[src/rtl/pnct_pkg.sv]
`timescale 1ns / 1ps
`default_nettype none
// ----------------------------------------------------------------------------
// Palette nearest color table package
// Shared constants, operation codes and the controller/datapath link types.
// ----------------------------------------------------------------------------
package pnct_pkg;

    localparam int ENTRIES = 256;
    localparam int ADDR_W = (ENTRIES > 1) ? $clog2(ENTRIES) : 1;
    localparam int IDX_W = 8;
    localparam int COLOR_W = 32;
    localparam int DIST_W = 18;
    localparam logic [DIST_W-1:0] NEAREST_LIMIT = DIST_W'(200000);

    typedef enum logic [1:0] {
        OP_WRITE   = 2'd0,
        OP_READ    = 2'd1,
        OP_FIND    = 2'd2,
        OP_NEAREST = 2'd3
    } op_t;

    typedef struct packed {
        logic accept;
        logic scan_step;
        logic load_out;
    } pnct_cmd_t;

    typedef struct packed {
        logic scan_req;
        logic scan_last;
        logic pipe_empty;
    } pnct_stat_t;

endpackage : pnct_pkg
`default_nettype wire

[src/rtl/pnct_ctrl.sv]
`timescale 1ns / 1ps
`default_nettype none
// ----------------------------------------------------------------------------
// Palette nearest color table controller
// Sequences the handshakes, the table scan, the pipeline drain and the result.
// ----------------------------------------------------------------------------
module pnct_ctrl
    import pnct_pkg::*;
(
    input  wire logic       clk,
    input  wire logic       rst_n,
    input  wire logic       in_valid,
    output logic            in_ready,
    output logic            out_valid,
    input  wire logic       out_ready,
    input  wire pnct_stat_t stat,
    output pnct_cmd_t       cmd
);

    typedef enum logic [3:0] {
        ST_IDLE   = 4'b0001,
        ST_SCAN   = 4'b0010,
        ST_DRAIN  = 4'b0100,
        ST_FINISH = 4'b1000
    } state_t;

    state_t state_reg;
    state_t state_next;
    logic   out_valid_reg;
    logic   out_valid_next;
    logic   out_free;

    assign in_ready = (state_reg == ST_IDLE);
    assign out_valid = out_valid_reg;
    assign out_free = !out_valid_reg || out_ready;

    always_comb
    begin
        state_next = state_reg;
        cmd.accept = 1'b0;
        cmd.scan_step = 1'b0;
        cmd.load_out = 1'b0;
        unique case (state_reg)
            ST_IDLE:
            begin
                if (in_valid)
                begin
                    cmd.accept = 1'b1;
                    state_next = stat.scan_req ? ST_SCAN : ST_FINISH;
                end
            end
            ST_SCAN:
            begin
                cmd.scan_step = 1'b1;
                if (stat.scan_last)
                begin
                    state_next = ST_DRAIN;
                end
            end
            ST_DRAIN:
            begin
                if (stat.pipe_empty)
                begin
                    state_next = ST_FINISH;
                end
            end
            ST_FINISH:
            begin
                if (out_free)
                begin
                    cmd.load_out = 1'b1;
                    state_next = ST_IDLE;
                end
            end
            default:
            begin
                state_next = ST_IDLE;
            end
        endcase
    end

    always_comb
    begin
        if (cmd.load_out)
        begin
            out_valid_next = 1'b1;
        end
        else if (out_ready)
        begin
            out_valid_next = 1'b0;
        end
        else
        begin
            out_valid_next = out_valid_reg;
        end
    end

    always_ff @(posedge clk or negedge rst_n)
    begin
        if (!rst_n)
        begin
            state_reg <= ST_IDLE;
            out_valid_reg <= 1'b0;
        end
        else
        begin
            state_reg <= state_next;
            out_valid_reg <= out_valid_next;
        end
    end

endmodule : pnct_ctrl
`default_nettype wire

[config.mk]
export PLATFORM = sky130hd
export DESIGN_NAME = pnct_ctrl
export DESIGN_NICKNAME = d
export VERILOG_FILES = /design/src/rtl/pnct_pkg.sv /design/src/rtl/pnct_ctrl.sv
export SDC_FILE = /design/constraint.sdc
export NUM_CORES = 1
export LEC_CHECK = 0
export ABC_CLOCK_PERIOD_IN_PS = 2800
export BUFFER_PORTS_ARGS = -buffer_cell sky130_fd_sc_hd__buf_4
export CAP_MARGIN = 10
export CORE_AREA = 2 2 39 41
export CTS_CLUSTER_SIZE = 20
export DETAILED_ROUTE_END_ITERATION = 6
export DIE_AREA = 0 0 41 43
export RECOVER_POWER = 50
export REMOVE_ABC_BUFFERS = 1
export SETUP_SLACK_MARGIN = 0.5
export SLEW_MARGIN = 25
export SYNTH_ARGS = -nofsm -noshare
export SYNTH_HDL_FRONTEND = slang
export SYNTH_SLANG_ARGS = --single-unit
[constraint.sdc]
create_clock -name clk -period 2.8 [get_ports clk]
set_input_delay 0.28 -clock clk [delete_from_list [all_inputs] [get_ports clk]]
set_output_delay 0.28 -clock clk [all_outputs]
set_load 0.01 [all_outputs]
==> results.json <==
{
  "largest_register_ffs": 4,
  "rsz0062_at_grt": "no",
  "pwr-share-seq_pct": 36.7,
  "die_w_um": 41,
  "syn_to_final_growth_pct": 28.1,
  "fin_nets": 56,
  "p_comb_share_pct": 44.1,
  "grt_use_total_pct": 10.4,
  "clkTransAtPathRegs_ns": 0.04,
  "required_ns": 2.52,
  "hold_violations": 0,
  "drt_wl_total_um": 707,
  "viasPerCell": 4.61,
  "drv_cap": 0,
  "status": "finished clean",
  "max-vdd-ir-drop_uv": 341,
  "dp_hpwl_um": 564,
  "reg2reg_from": "state_reg[0]",
  "grt_pass1_vias": 294,
  "postLayoutCoreUtil_pct": 33.4,
  "worstPathMaxFanout": 9,
  "antenna_found_initial": 0,
  "p_leak_nw": 0.194,
  "drc": 0,
  "post-place-ws_ns": 1.14,
  "hold_path.class": "input pin to flip-flop",
  "cts_made_buffers": 3,
  "relSlewSlack_pct": 73.6,
  "synth_edf_count": 0,
  "die-area_um2": 1760,
  "initial_core_util_pct": 26.0,
  "yosysUniqueCellTypes": 24,
  "place_congestion": 0.767,
  "drt-initial-drc-count": 3,
  "worstMarginPinSlew_ns": 0.391,
  "avgRoutedWirePerCell_um": 11.0,
  "ys_seq_area_share_pct": 35.1,
  "cts_setup_buffers": 0,
  "cts_tree": "done",
  "critPathCaptureType": "primary output",
  "ioPinCount": 12,
  "dpl_cell_area_um2": 433,
  "grt_first_pass_wirelength_um": 1260,
  "worst_slack_ns": 0.898,
  "synth-main-ff-cell": "dfrtp_1",
  "design_area_um2": 462,
  "synth_top_area_cell": "dfrtp_1",
  "synth.area.top_cells": "dfrtp_1, dfstp_2, buf_6",
  "ctsRootBufferMaster": "clkbuf_4",
  "crit_start": "state_reg[1]",
  "seq_area_um2": 126,
  "period_minus_slack_ns": 1.90,
  "clk_latency_ns": 0.24,
  "syn_avg_cell_area_um2": 10.3,
  "setup_violations": 0,
  "via_count": 295,
  "grt_max_degree": 12,
  "power_switching_share_pct": 37.3,
  "ant_nets": 0,
  "io_buffers": 11,
  "clock_path_buffers": 2,
  "cts_num_sinks": 5,
  "worstSetupStartpointType": "flip-flop",
  "tns_ns": 0,
  "p_clk_share_pct": 19.1,
  "synth_most_common_cell": "dfrtp_1",
  "overflow": 0,
  "fp.dieH_um": 43,
  "drive_above_1_share_pct": 37.5,
  "fp.coreArea_um2": 1380,
  "synth_commonest_cells": "dfrtp_1, inv_1",
  "synthArstFlopShare_pct": 100,
  "syn-cell-area_um2": 360,
  "ys_warn_count": 0,
  "max_freq_ghz": 0.526,
  "n_antenna_cell": 0,
  "multi_input_area_um2": 193,
  "min_period_over_period_pct": 67.9,
  "path_class": "flip-flop to primary output",
  "rows": 14,
  "firstDrtPassIters": 4,
  "hold_start": "in_valid",
  "cp.arrival_ns": 1.62,
  "htreeDepth": 1,
  "switchingPower_w": 0.000157,
  "maxSlewViolCount": 0,
  "fillers": 156,
  "yosys.area.top_type_share_pct": 27.8,
  "internal_power_w": 0.000264,
  "netlist_instances": 35,
  "power_density_nw_per_um2": 913,
  "total_power_w": 0.000421,
  "synth_seq_cells": 5,
  "fin_skew_ns": 0.00126
}
## critical path: stages (launching register included)
cell,delay (ns)
dfrtp_1,0.48
or4b_4,0.58
and2b_2,0.22
buf_4,0.11
## placed cells by master (no fill, tap or decap), drive strengths merged
cell	n
buf	9
clkbuf	6
dfrtp	4
inv	3
nand2b	2
or3b	2
nand2	2
o32ai	2
a31oi	2
nor4b	2
a211oi	2
or4b	1
and2b	1
and2	1
nor2	1
o31ai	1
xnor2	1
o21a	1
nor3b	1
nor3	1
nor4bb	1
dlygate4sd3	1
dfstp	1
## kinds of logic (layout without fill, tap and decap cells)
| family | Yosys count | in the layout | synth area share (%) |
|---|---|---|---|
| buf+inv | 6 | 19 | 11.5 |
| xor+xnor | 1 | 1 | 2.43 |
| simple gates | 15 | 15 | 33.0 |
| compound gates | 8 | 8 | 18.1 |
| flops | 5 | 5 | 35.1 |
## stage by stage
step,hold WS [ns],cells
floorplan,-0.0156,32
global placement,0.0853,59
detailed placement,0.0856,59
CTS,0.203,64
global route,0.229,64
finish,0.213,64
## routing by layer
metal / wire length [um] / track usage [%] / vias up
met5: 0 / 0 / -
met4: 0 / 4.00 / 0
met1: 315 / 13.9 / 132
li1: - / - / 155
met2: 336 / 15.0 / 8
met3: 55 / 3.14 / 0
## power by group through the flow
stage	registers (W)	clock network (W)	logic, W
floorplan	0.000146	0	0.000125
global route	0.000166	0.0000935	0.000210
detailed placement	0.000158	0	0.000191
CTS	0.000156	0.0000847	0.000194
global placement	0.000158	0	0.000192
finish	0.000155	0.0000806	0.000186
## cell type report
| class | instances | share of cell area [%] |
|---|---|---|
| timing repair buffer | 12 | 18.4 |
| inverter | 3 | 2.44 |
| sequential | 5 | 27.4 |
| clock buffer | 4 | 5.69 |
| tap | 16 | 4.34 |
| multi-input combinational | 24 | 41.7 |
## what timing repair did
action,in CTS,in global routing
hold buffers,1,0
endpoints found under the hold margin,4,0
resized for setup,0,0
## final timing paths
| check | slack (ns) | to | cells past startpoint |
|---|---|---|---|
| min in group asynchronous | 0.42 | state_reg[1] | 2 |
| worst min-delay path | 0.21 | state_reg[0] | 2 |
| max in group asynchronous | 2.11 | state_reg[0] | 2 |
| worst max-delay path | 0.90 | cmd[0] | 3 |
| worst min register to register | 0.56 | out_valid | 2 |
| worst max register to register | 1.35 | state_reg[1] | 3 |
Note: power is estimated with default switching activity, not from simulation.
